<file path="config.mk">
export PLATFORM = sky130hd
export DESIGN_NAME = tbsm_ctrl
export DESIGN_NICKNAME = d
export VERILOG_FILES = /design/src/rtl/core/tbsm_pkg.sv /design/src/rtl/core/tbsm_ctrl.sv
export SDC_FILE = /design/constraint.sdc
export NUM_CORES = 1
export LEC_CHECK = 0
export BUFFER_PORTS_ARGS = -buffer_cell sky130_fd_sc_hd__buf_2
export CORE_MARGIN = 4
export CORE_UTILIZATION = 54
export CTS_BUF_LIST = sky130_fd_sc_hd__clkbuf_4 sky130_fd_sc_hd__clkbuf_8 sky130_fd_sc_hd__clkbuf_16
export CTS_CLUSTER_SIZE = 12
export DETAILED_ROUTE_END_ITERATION = 8
export PLACE_DENSITY = 0.93
export SKIP_LAST_GASP = 1
export SYNTH_ARGS = -nofsm -noshare
export SYNTH_HDL_FRONTEND = slang
export SYNTH_SLANG_ARGS = --single-unit
</file>
<file path="constraint.sdc">
create_clock -name clk_i -period 3.9 [get_ports clk_i]
set_input_delay 0.39 -clock clk_i [delete_from_list [all_inputs] [get_ports clk_i]]
set_output_delay 0.39 -clock clk_i [all_outputs]
set_load 0.01 [all_outputs]
</file>
<file path="src/rtl/core/tbsm_pkg.sv">
// Package for the two-bit segment map: sizes, codes, types and control structs.
`timescale 1ns / 1ps
package tbsm_pkg;

  // Map geometry
  localparam int unsigned MAP_WORDS       = 2048;
  localparam int unsigned BLOCKS_PER_WORD = 32;  // power of two
  localparam int unsigned MAX_COUNT       = 63;

  // Derived widths
  localparam int unsigned BLK_W   = 16;
  localparam int unsigned USED_W  = BLK_W + 1;
  localparam int unsigned CNT_W   = $clog2(MAX_COUNT + 1);
  localparam int unsigned ENT_W   = $clog2(BLOCKS_PER_WORD);
  localparam int unsigned WORD_AW = $clog2(MAP_WORDS);
  localparam int unsigned MAP_DW  = 2 * BLOCKS_PER_WORD;
  localparam int unsigned KIND_W  = 2;

  // Configuration register
  localparam int unsigned CFG_W     = 12;
  localparam int unsigned APB_DW    = 32;
  localparam int unsigned REG_IDX_W = 1;
  localparam int unsigned APB_AW    = REG_IDX_W + 2;
  localparam logic [CFG_W-1:0]     CFG_RESET     = CFG_W'(2048);
  localparam logic [REG_IDX_W-1:0] REG_MAP_WORDS = '0;

  // Per-block map codes
  typedef enum logic [1:0] {
    BLK_EMPTY = 2'd0,
    BLK_START = 2'd1,
    BLK_IN    = 2'd2,
    BLK_ERR   = 2'd3
  } blk_st_e;

  // Result kinds
  typedef enum logic [KIND_W-1:0] {
    RES_OVERLAP = 2'd0,
    RES_DONE    = 2'd1,
    RES_ERROR   = 2'd2
  } res_kind_e;

  // Cursor and end-block updates
  typedef enum logic [1:0] {
    CUR_HOLD,
    CUR_B0,
    CUR_INC,
    CUR_DEC
  } cur_op_e;

  typedef enum logic [1:0] {
    END_HOLD,
    END_INS,
    END_CUR
  } end_op_e;

  // Controller states
  typedef enum logic [3:0] {
    S_CLEAR,
    S_IDLE,
    S_CHECK,
    S_FETCH,
    S_FILL,
    S_INS_FIRST,
    S_SRCH,
    S_INS_MARK,
    S_INS_REST,
    S_RM_FIRST,
    S_RM_WALK,
    S_DONE,
    S_ERR
  } ctrl_state_e;

  // Commands from controller to datapath
  typedef struct packed {
    logic      clr_en;
    logic      req_load;
    cur_op_e   cur_op;
    logic      wr_en;
    blk_st_e   wr_st;
    logic      fill;
    end_op_e   end_op;
    logic      emit_en;
    res_kind_e emit_kind;
  } cmd_t;

  // Status from datapath to controller
  typedef struct packed {
    logic    clr_last;
    logic    hit;
    blk_st_e ent_st;
    logic    range_err;
    logic    is_remove;
    logic    cur_zero;
    logic    cur_at_end;
    logic    cur_last_used;
    logic    out_free;
  } sts_t;

endpackage

</file>
<file path="src/rtl/core/tbsm_ctrl.sv">
// Controller: sequences clearing, range checks, forward marking, backward search and removal.
`timescale 1ns / 1ps
module tbsm_ctrl (
  input  logic           clk_i,
  input  logic           rst_ni,
  input  logic           in_valid_i,
  output logic           in_ready_o,
  input  tbsm_pkg::sts_t sts_i,
  output tbsm_pkg::cmd_t cmd_o
);
  import tbsm_pkg::*;

  ctrl_state_e state_q, state_d;
  ctrl_state_e ret_q, ret_d;
  logic        st_start;
  logic        st_in;
  logic        needs_word;

  assign st_start = (sts_i.ent_st == BLK_START);
  assign st_in    = (sts_i.ent_st == BLK_IN);

  // States that work on the entry under the cursor
  assign needs_word = (state_q == S_INS_FIRST) || (state_q == S_SRCH) ||
                      (state_q == S_INS_MARK) || (state_q == S_INS_REST) ||
                      (state_q == S_RM_FIRST) || (state_q == S_RM_WALK);

  // Next state
  always_comb begin
    state_d = state_q;
    ret_d   = ret_q;
    if (needs_word && !sts_i.hit) begin
      ret_d   = state_q;
      state_d = S_FETCH;
    end else begin
      unique case (state_q)
        S_CLEAR: if (sts_i.clr_last) state_d = S_IDLE;
        S_IDLE:  if (in_valid_i) state_d = S_CHECK;
        S_CHECK: begin
          if (sts_i.range_err) state_d = S_ERR;
          else if (sts_i.is_remove) state_d = S_RM_FIRST;
          else state_d = S_INS_FIRST;
        end
        S_FETCH: state_d = S_FILL;
        S_FILL:  state_d = ret_q;
        S_INS_FIRST: begin
          if (st_start) begin
            if (sts_i.out_free) state_d = S_INS_MARK;
          end else if (st_in && !sts_i.cur_zero) begin
            state_d = S_SRCH;
          end else begin
            state_d = S_INS_MARK;
          end
        end
        S_SRCH: begin
          if (st_start) begin
            if (sts_i.out_free) state_d = S_INS_MARK;
          end else if (sts_i.cur_zero) begin
            state_d = S_INS_MARK;
          end
        end
        S_INS_MARK: begin
          state_d = sts_i.cur_at_end ? S_DONE : S_INS_REST;
        end
        S_INS_REST: begin
          if ((!st_start || sts_i.out_free) && sts_i.cur_at_end) state_d = S_DONE;
        end
        S_RM_FIRST: begin
          if (!st_start) state_d = S_ERR;
          else if (sts_i.cur_last_used) state_d = S_DONE;
          else state_d = S_RM_WALK;
        end
        S_RM_WALK: begin
          if (!st_in || sts_i.cur_last_used) state_d = S_DONE;
        end
        S_DONE, S_ERR: if (sts_i.out_free) state_d = S_IDLE;
        default: state_d = S_IDLE;
      endcase
    end
  end

  // Outputs
  always_comb begin
    in_ready_o      = 1'b0;
    cmd_o           = '0;
    cmd_o.cur_op    = CUR_HOLD;
    cmd_o.end_op    = END_HOLD;
    cmd_o.wr_st     = BLK_EMPTY;
    cmd_o.emit_kind = RES_OVERLAP;
    unique case (state_q)
      S_CLEAR: cmd_o.clr_en = 1'b1;
      S_IDLE: begin
        in_ready_o     = 1'b1;
        cmd_o.req_load = in_valid_i;
      end
      S_CHECK: begin
        cmd_o.cur_op = CUR_B0;
        cmd_o.end_op = sts_i.is_remove ? END_HOLD : END_INS;
      end
      S_FETCH: ;
      S_FILL:  cmd_o.fill = 1'b1;
      S_INS_FIRST: if (sts_i.hit) begin
        if (st_start) begin
          cmd_o.emit_en = sts_i.out_free;
        end else if (st_in && !sts_i.cur_zero) begin
          cmd_o.cur_op = CUR_DEC;
        end
      end
      S_SRCH: if (sts_i.hit) begin
        if (st_start) begin
          if (sts_i.out_free) begin
            cmd_o.emit_en = 1'b1;
            cmd_o.cur_op  = CUR_B0;
          end
        end else if (sts_i.cur_zero) begin
          cmd_o.cur_op = CUR_B0;
        end else begin
          cmd_o.cur_op = CUR_DEC;
        end
      end
      S_INS_MARK: if (sts_i.hit) begin
        cmd_o.wr_en = 1'b1;
        cmd_o.wr_st = BLK_START;
        if (!sts_i.cur_at_end) cmd_o.cur_op = CUR_INC;
      end
      S_INS_REST: if (sts_i.hit && (!st_start || sts_i.out_free)) begin
        cmd_o.emit_en = st_start;
        cmd_o.wr_en   = 1'b1;
        cmd_o.wr_st   = BLK_IN;
        if (!sts_i.cur_at_end) cmd_o.cur_op = CUR_INC;
      end
      S_RM_FIRST: if (sts_i.hit && st_start) begin
        cmd_o.wr_en  = 1'b1;
        cmd_o.end_op = END_CUR;
        if (!sts_i.cur_last_used) cmd_o.cur_op = CUR_INC;
      end
      S_RM_WALK: if (sts_i.hit && st_in) begin
        cmd_o.wr_en  = 1'b1;
        cmd_o.end_op = END_CUR;
        if (!sts_i.cur_last_used) cmd_o.cur_op = CUR_INC;
      end
      S_DONE: begin
        cmd_o.emit_en   = sts_i.out_free;
        cmd_o.emit_kind = RES_DONE;
      end
      S_ERR: begin
        cmd_o.emit_en   = sts_i.out_free;
        cmd_o.emit_kind = RES_ERROR;
      end
      default: ;
    endcase
  end

  // State registers
  always_ff @(posedge clk_i or negedge rst_ni) begin
    if (!rst_ni) begin
      state_q <= S_CLEAR;
      ret_q   <= S_IDLE;
    end else begin
      state_q <= state_d;
      ret_q   <= ret_d;
    end
  end

`ifndef SYNTHESIS
  a_emit_free: assert property (@(posedge clk_i) disable iff (!rst_ni)
    cmd_o.emit_en |-> sts_i.out_free)
    else $error("result emitted while result register is occupied");

  a_wr_hit: assert property (@(posedge clk_i) disable iff (!rst_ni)
    cmd_o.wr_en |-> sts_i.hit)
    else $error("map write without the cursor word in the buffer");

  a_one_item: assert property (@(posedge clk_i) disable iff (!rst_ni)
    (in_valid_i && in_ready_o) |=> !in_ready_o)
    else $error("second item taken before the first was finished");

  a_fill_order: assert property (@(posedge clk_i) disable iff (!rst_ni)
    (state_q == S_FILL) |-> $past(state_q == S_FETCH))
    else $error("buffer fill without a preceding fetch");
`endif

endmodule

</file>
==> results.sh, run 1 <==
export IMPL_status="complete, no violations"
export IMPL_crit_type="flop to output pin"
export IMPL_startpoint="state_q[3]$_DFFE_PN0P_"
export IMPL_end_kind="output pin"
export IMPL_root_buffer="clkbuf_4"
export IMPL_ys_flop_type="dfrtp_1"
export IMPL_multiInputGateArea_um2=640.6
export IMPL_fin_tns_setup_ns=0
export IMPL_die_w_um=49.04
export IMPL_h_tree_depth=1
export IMPL_grt_pass1_wl_um=4291
export IMPL_finalSetupViolations=0
export IMPL_yosysWarnings=0
export IMPL_syn_cell_area_um2=909.6
export IMPL_gp_congestion=0.8856
export IMPL_area_growth_syn_to_layout_pct=15.96
export IMPL_power_density_nw_per_um2=722.8
export IMPL_tightest_slew_ns=0.7433
export IMPL_final_cell_mix="buf_2, nor2_1, nand2_1, o21ai_0, a21oi_1"
export IMPL_comb_power_share_pct=58.4
export IMPL_io_pins=27
export IMPL_hpwl_um=1935
export IMPL_final_common_cell="buf_2"
export IMPL_clk_pin_slew_ns=0.06
export IMPL_drt_vias_per_instance=6.764
export IMPL_numPortBuffers=26
export IMPL_swShare_pct=49.76
export IMPL_async_flop_share_pct=100.0
export IMPL_clock_latency_ns=0.26
export IMPL_grt_pass1_vias=1001
export IMPL_seq_area_frac_synth_pct=22.15
export IMPL_synth_nets=138
export IMPL_antenna_cells=0
export IMPL_internal_power_mw=0.3830
export IMPL_final_hold_violation_count=0
export IMPL_critPathArrivalTime_ns=2.37
export IMPL_seq_area_um2=201.4
export IMPL_overflow=0
export IMPL_endpoint="cmd_o[10]"
export IMPL_grt_total_usage_pct=21.70
export IMPL_die_y_um=49.04
export IMPL_cts_buffer_depth=2
export IMPL_postCtsSetupBuffers=0
export IMPL_cap_viol_max_count=0
export IMPL_nNetsFinal=159
export IMPL_slew_headroom_pct=50.45
export IMPL_min_period_ns=2.757
export IMPL_via_count=1089
export IMPL_cp_max_fo=21
export IMPL_yosysUniqueCellTypes=45
export IMPL_dr_pass1_iters=4
export IMPL_preCtsSetupSlack_ns=1.495
export IMPL_rows=14
export IMPL_core_um2=1541
export IMPL_fill_cells=130
export IMPL_ys_ff_latch=8
export IMPL_cts_tree="yes"
export IMPL_max_vdd_ir_drop_mv=0.3588
export IMPL_dieArea_um2=2405
export IMPL_wirelength_um=2635
export IMPL_critPathLaunchType="flop"
export IMPL_maxSlewViolCount=0
export IMPL_drtIter0Drc=84
export IMPL_synth_edf_count=0
export IMPL_start_util_pct=59.01
export IMPL_synth_cells=125
export IMPL_r2r_start="state_q[1]$_DFFE_PN0P_"
export IMPL_grt_antenna_before_repair=0
export IMPL_antenna_left=0
export IMPL_cts_sinks=8
export IMPL_leakage_nw=0.4743
export IMPL_drive_above_1_share_pct=26.21
export IMPL_reg2reg_slack_ns=1.44
export IMPL_postSynthAreaPerCell_um2=7.277
export IMPL_fin_cells=161
export IMPL_drc=0
export IMPL_rsz0062_at_grt="false"
export IMPL_fmax_mhz=362.7
export IMPL_cts_resized_gates=0
export IMPL_dp_cells=156
export IMPL_fin_crit_sh_pct=70.70
export IMPL_hold_path_class="primary input to flop"
export IMPL_pwr_share_clk_pct=10.0
export IMPL_r2r_end="state_q[3]$_DFFE_PN0P_"
export IMPL_post_drt_wl_per_cell_um=16.37
export IMPL_finClkSkew_ns=0.01391
export IMPL_r2r_cells=5
export IMPL_p_switching_mw=0.3794
export IMPL_cts_buffers=3
export IMPL_critPathRequiredTime_ns=3.51
export IMPL_grt_max_degree=27
export IMPL_pwr_share_seq_pct=31.6
export IMPL_fin_ws_ns=1.143
## sequential cells by signal (all words and copies together), names as in the netlist
register	cells
ret_q	4
state_q	4
## critical path: stages (launching register included)
cell and delay [ns]:
dfrtp_1 0.71, nor2b_1 0.47, nand2_1 0.17, nor4_1 0.32, nor2_1 0.10, o221ai_1 0.17, buf_2 0.16
## cells in the mapped netlist (2+ instances only)
library cell,instances,area share (%)
a21o_1,2,1.7
a21oi_1,8,4.4
a22oi_1,2,1.7
a2bb2oi_1,2,1.9
a31oi_1,2,1.4
and2_1,2,1.4
and3_1,2,1.4
buf_2,3,1.7
clkbuf_1,7,2.9
dfrtp_1,7,19
inv_1,6,2.5
mux2_2,4,5.0
mux2i_1,2,2.2
nand2_1,8,3.3
nand2b_1,4,2.8
nand3_1,2,1.1
nor2_1,10,4.1
nor2b_1,5,3.4
nor3_1,6,3.3
nor3b_1,3,2.5
nor4_1,3,2.1
nor4b_1,2,1.9
o21ai_0,8,4.4
o221ai_1,3,2.9
o22ai_1,2,1.4
## power groups by stage
stage / Combinational [mW] / Clock [mW] / Sequential, mW
after floorplan: 0.410 / 0 / 0.151
after global placement: 0.422 / 0 / 0.230
after detailed placement: 0.435 / 0 / 0.237
after CTS: 0.438 / 0.0775 / 0.235
after global routing: 0.482 / 0.0856 / 0.250
final: 0.446 / 0.0760 / 0.241
## cells by family (layout without fill, tap and decap cells)
logic type             Yosys count  after routing  share of synthesized area, %
multiplexers                     7              7                         8.803
buffers and inverters           17             37                         7.427
AO/OA/AOI/OAI                   37             37                         27.10
AND/OR/NAND/NOR                 56             56                         34.53
flip-flops                       8              8                         22.15
## per-stage QoR
| step | hold WS [ns] | power [mW] | util [%] | cell area, um2 |
|---|---|---|---|---|
| after floorplan | 0.09441 | 0.5619 | - | 909.6 |
| after global placement | 0.2374 | 0.6520 | 65.83 | 1015 |
| after detailed placement | 0.2417 | 0.6721 | 65.83 | 1015 |
| after CTS | 0.4526 | 0.7507 | 68.43 | 1055 |
| after global routing | 0.4728 | 0.8175 | 68.43 | 1055 |
| final | 0.4614 | 0.7624 | 68.43 | 1055 |
## layer usage
layer / track usage, % / wire length [um] / vias to the layer above / part of all wire, %
met2: 36.52 / 1311 / 72 / 50
met5: 0 / 0 / - / 0
li1: - / - / 510 / -
met3: 5.199 / 207 / 12 / 7.9
met1: 26.21 / 1037 / 495 / 39
met4: 8.520 / 78 / 0 / 3.0
## worst min path at each step
stage | from | cells past startpoint | to
after floorplan | rst_ni | 0 | ret_q[1]$_DFFE_PN0P_
after global placement | rst_ni | 1 | state_q[0]$_DFFE_PN0P_
after detailed placement | rst_ni | 1 | state_q[0]$_DFFE_PN0P_
after CTS | sts_i[8] | 2 | ret_q[3]$_DFFE_PN0P_
after global routing | sts_i[8] | 2 | ret_q[3]$_DFFE_PN0P_
final | sts_i[8] | 2 | ret_q[3]$_DFFE_PN0P_
## what timing repair did
| item | 4_1_cts | 5_1_grt |
|---|---|---|
| hold endpoints to repair | 7 | 0 |
| hold buffers | 1 | 0 |
| setup endpoints to repair | 0 | 0 |
## layout make-up
class,count,area share [%]
inverter,6,2.135
multi-input combinational,100,60.74
tap,16,1.898
clock buffer,4,2.847
sequential,8,19.10
timing repair buffer,27,13.29
Power figures use the tool's default switching activity.
==> run 2, diff against run 1 <==
CORE_ASPECT_RATIO = 1.4   (was unset)
CORE_UTILIZATION = 46   (was 54)
PLACE_DENSITY = 0.85   (was 0.93)
clock period = 2.5 ns   (was 3.9 ns; I/O delays follow)
==> run 2 against run 1 <==
Final area up 6.2%. Routed wire length up 0.65%. Via count down 2.2%.
==> results.sh, run 2 (synthesis gave the netlist of run 1 again) <==
export IMPL_status="complete, no violations"
export IMPL_fin_crit_sh_pct=94.57
export IMPL_fill_cells=161
export IMPL_reg2reg_slack_ns=0.43
export IMPL_via_count=1065
export IMPL_cts_sinks=8
export IMPL_drt_vias_per_instance=6.156
export IMPL_dr_pass1_iters=4
export IMPL_cts_tree="yes"
export IMPL_critPathLaunchType="flop"
export IMPL_grt_total_usage_pct=21.61
export IMPL_power_density_nw_per_um2=1108
export IMPL_grt_pass1_wl_um=4540
export IMPL_drc=0
export IMPL_grt_max_degree=25
export IMPL_hpwl_um=1995
export IMPL_nNetsFinal=167
export IMPL_fin_tns_setup_ns=0
export IMPL_antenna_left=0
export IMPL_final_cell_mix="buf_2, nor2_1"
export IMPL_wirelength_um=2652
export IMPL_cts_buffer_depth=2
export IMPL_root_buffer="clkbuf_4"
export IMPL_wl_met3_um=182
export IMPL_hold_worst_slack_ns=0.3457
export IMPL_overflow=0
export IMPL_power_mw=1.240
export IMPL_core_um2=1824
export IMPL_numPortBuffers=26
export IMPL_crit_type="flop to output pin"
export IMPL_drive_above_1_share_pct=30.07
export IMPL_utilization_pct=61.39
export IMPL_tightest_slew_ns=0.4608
export IMPL_h_tree_depth=1
export IMPL_routedLengthMet1_um=1100
export IMPL_post_drt_wl_per_cell_um=15.33
export IMPL_end_kind="output pin"
export IMPL_fin_cells=173
export IMPL_drtIter0Drc=47
export IMPL_grt_pass1_vias=1030
export IMPL_fmax_mhz=423.0
export IMPL_cap_viol_max_count=0
export IMPL_antenna_cells=0
export IMPL_critPathRequiredTime_ns=2.25
export IMPL_gp_congestion=0.9159
export IMPL_topRoutingLayerUsed="met4"
export IMPL_r2r_end="state_q[3]$_DFFE_PN0P_"
export IMPL_leakage_nw=0.5155
export IMPL_rows=18
export IMPL_clock_latency_ns=0.26
export IMPL_hold_path_class="primary input to asynchronous set/reset pin"
export IMPL_dieArea_um2=2763
export IMPL_slew_headroom_pct=69.21
export IMPL_max_vdd_ir_drop_mv=0.5567
export IMPL_placed_area_um2=1080
export IMPL_fin_ws_ns=0.1357
export IMPL_cts_buffers=3
export IMPL_die_y_um=60.62
export IMPL_final_hold_violation_count=0
export IMPL_dp_cells=168
export IMPL_r2r_cells=5
export IMPL_reg_largest_list="ret_q: 4 flops, state_q: 4 flops"
export IMPL_maxSlewViolCount=0
export IMPL_finClkSkew_ns=0.01184
export IMPL_finalSetupViolations=0
export IMPL_area_growth_syn_to_layout_pct=23.11
export IMPL_clk_pin_slew_ns=0.06
export IMPL_critPathArrivalTime_ns=2.11
export IMPL_cp_max_fo=7
export IMPL_io_pins=27
export IMPL_final_common_cell="buf_2"
export IMPL_route_met2_wl_um=1343
export IMPL_finalInstanceArea_um2=1120
export IMPL_preCtsSetupSlack_ns=0.4818
export IMPL_grt_antenna_before_repair=0
export IMPL_die_w_um=45.58
export IMPL_r2r_start="state_q[3]$_DFFE_PN0P_"
export IMPL_postCtsSetupBuffers=0
export IMPL_min_period_ns=2.364
export IMPL_start_util_pct=49.86
export IMPL_rsz0062_at_grt="false"
==> run 2: cell types whose count changed in the layout (fill, tap and decap cells not counted) <==
| cell | before | now |
|---|---|---|
| buf_4 | 0 | 8 |
==> run 2: worst max path at each step <==
stage	start	endpoint	slack, ns
final	state_q[2]$_DFFE_PN0P_	cmd_o[10]	0.14
after global routing	state_q[2]$_DFFE_PN0P_	cmd_o[10]	0.1
after CTS	state_q[2]$_DFFE_PN0P_	cmd_o[10]	0.20
after detailed placement	state_q[3]$_DFFE_PN0P_	state_q[3]$_DFFE_PN0P_	0.48
after global placement	state_q[3]$_DFFE_PN0P_	state_q[3]$_DFFE_PN0P_	0.54
after floorplan	state_q[0]$_DFFE_PN0P_	cmd_o[10]	0.52
==> run 2: power breakdown <==
part	internal (mW)	switching (mW)
sequential	0.199	0.0381
clock	0.0719	0.0437
combinational	0.377	0.511
==> run 2: cell type report <==
cell class                 count  area (um2)  share of cell area [%]
multi-input combinational    100       640.6                   57.21
inverter                       6       22.52                   2.011
timing repair buffer          35       200.2                   17.88
tap                           20       25.02                   2.235
clock buffer                   4       30.03                   2.682
sequential                     8       201.4                   17.99
==> run 2: timing repair <==
action / in CTS / in global routing
gates resized for setup: 0 / 0
hold buffers: 1 / 0
hold endpoints to repair: 7 / 0
endpoints found under the setup margin: 0 / 0
==> run 2: critical path, stage by stage (launching register included) <==
cell and delay [ns]:
dfrtp_1 0.45, nor2b_1 0.41, nand2_1 0.17, nor4_1 0.36, nor2_1 0.11, o221ai_1 0.18
buf_2 0.16
==> run 2: metal layers <==
metal | track usage [%] | vias up
met5 | 0 | -
met4 | 10.04 | 0
met3 | 3.561 | 4
met2 | 34.73 | 53
met1 | 27.74 | 487
li1 | - | 521
==> run 3, diff against run 2 <==
PLACE_DENSITY = 0.75   (was 0.85)
==> run 3 against run 2 <==
Combinational power is 0.7% lower. First-iteration DRC count down 51%. Die area is the same. Setup slack better by 0.15 ns. Non-clock buffer count stayed put. Fmax grew 6.7%. Largest cell class unchanged. Flip-flop and latch count is the same. Clock skew shrank 0.0037 ns. Global-route usage is 0.74 points lower. Register-to-register slack barely moved. Count of clock-buffer cells in the layout did not move. Highest routed layer unchanged.
==> results.sh, run 3 (synthesis gave the netlist of run 1 again) <==
export IMPL_cts_buffers=3
export IMPL_power_mw=1.245
export IMPL_clock_latency_ns=0.24
export IMPL_fin_ws_ns=0.2836
export IMPL_preCtsSetupSlack_ns=0.4380
export IMPL_start_util_pct=49.86
export IMPL_final_common_cell="buf_2"
export IMPL_h_tree_depth=1
export IMPL_drive_above_1_share_pct=30.72
export IMPL_hpwl_um=2019
export IMPL_fin_crit_sh_pct=88.66
export IMPL_finClkSkew_ns=0.008189
export IMPL_utilization_pct=61.52
export IMPL_end_kind="output pin"
export IMPL_max_vdd_ir_drop_mv=0.6853
export IMPL_seq_area_um2=201.4
export IMPL_drc=0
export IMPL_critPathRequiredTime_ns=2.25
export IMPL_grt_pass1_wl_um=4388
export IMPL_hold_worst_slack_ns=0.3634
export IMPL_leakage_nw=0.5158
export IMPL_min_period_ns=2.216
export IMPL_slew_headroom_pct=73.28
export IMPL_overflow=0
export IMPL_finalSetupViolations=0
export IMPL_final_hold_violation_count=0
export IMPL_cp_max_fo=9
export IMPL_gp_congestion=0.9636
export IMPL_drtIter0Drc=23
export IMPL_fmax_mhz=451.2
export IMPL_fin_tns_setup_ns=0
export IMPL_antenna_cells=0
export IMPL_tightest_slew_ns=0.3906
export IMPL_root_buffer="clkbuf_4"
export IMPL_cts_buffer_depth=2
export IMPL_numPortBuffers=26
export IMPL_die_y_um=60.62
export IMPL_fill_cells=182
export IMPL_hold_path_class="primary input to flop"
export IMPL_cts_tree="yes"
export IMPL_nNetsFinal=167
export IMPL_rows=18
export IMPL_reg_largest_list="ret_q: 4 flops, state_q: 4 flops"
export IMPL_wirelength_um=2621
export IMPL_rsz0062_at_grt="false"
export IMPL_final_cell_mix="buf_2, nor2_1"
export IMPL_status="complete, no violations"
export IMPL_startpoint="state_q[2]$_DFFE_PN0P_"
export IMPL_reg2reg_slack_ns=0.42
export IMPL_grt_total_usage_pct=20.87
export IMPL_grt_antenna_before_repair=0
export IMPL_core_um2=1824
export IMPL_maxSlewViolCount=0
export IMPL_grt_max_degree=25
export IMPL_hp_start="sts_i[8]"
export IMPL_critPathArrivalTime_ns=1.97
export IMPL_r2r_start="state_q[2]$_DFFE_PN0P_"
export IMPL_postCtsSetupBuffers=0
export IMPL_cap_viol_max_count=0
export IMPL_drt_vias_per_instance=6.156
export IMPL_dieArea_um2=2763
export IMPL_area_growth_syn_to_layout_pct=23.38
export IMPL_antenna_left=0
export IMPL_crit_type="flop to output pin"
export IMPL_clk_pin_slew_ns=0.05
export IMPL_grt_pass1_vias=1025
export IMPL_power_density_nw_per_um2=1109
export IMPL_multiInputGateArea_um2=643.1
export IMPL_post_drt_wl_per_cell_um=15.15
export IMPL_io_pins=27
export IMPL_die_w_um=45.58
export IMPL_via_count=1065
export IMPL_dr_pass1_iters=4
export IMPL_cts_sinks=8
export IMPL_critPathLaunchType="flop"
run 3: cell count changes in the layout (fill, tap and decap cells not counted):
cell     change
nor2b_1      -1
nor2b_2      +1
run 3: power breakdown:
part	switching (mW)	internal [mW]
Combinational	0.505	0.378
Clock	0.0381	0.0715
Sequential	0.0548	0.198
Total	0.597	0.648
run 3: cell type report:
cell class                 instances  share of cell area (%)
timing repair buffer              35                   17.84
tap                               20                   2.230
clock buffer                       4                   2.676
sequential                         8                   17.95
multi-input combinational        100                   57.30
inverter                           6                   2.007
run 3: layer usage:
metal	part of all wire [%]	routed length [um]	up-vias	global-route usage, %
li1	-	-	522	-
met1	42	1099	495	27.09
met2	50	1305	46	33.13
met3	7.3	191	2	2.967
met4	0.95	25	0	10.46
met5	0	0	-	0
run 3: critical path, cell delays in order (launching register included):
cell and delay, ns:
dfrtp_1 0.48, nor2b_2 0.30, nand2_1 0.14, nor4_1 0.35
nor2_1 0.10, o221ai_1 0.18, buf_2 0.16
run 3: repair_timing:
item | in CTS | in global routing
hold endpoints to repair | 7 | 0
setup endpoints to repair | 0 | 1
hold buffers | 1 | 0
resized for setup | 0 | 1
run 3: per-stage QoR:
| stage | instance area [um2] | instances |
|---|---|---|
| after floorplan | 909.6 | 125 |
| after global placement | 1080 | 168 |
| after detailed placement | 1080 | 168 |
| after CTS | 1120 | 173 |
| after global routing | 1122 | 173 |
| final | 1122 | 173 |
run 3: worst paths after layout:
kind	to	cells after the start
worst max-delay path	cmd_o[10]	6
worst min register to register	ret_q[1]$_DFFE_PN0P_	1
worst max register to register	state_q[3]$_DFFE_PN0P_	5
max in group asynchronous	ret_q[0]$_DFFE_PN1P_	2
min in group asynchronous	state_q[2]$_DFFE_PN0P_	2
worst min-delay path	ret_q[3]$_DFFE_PN0P_	2
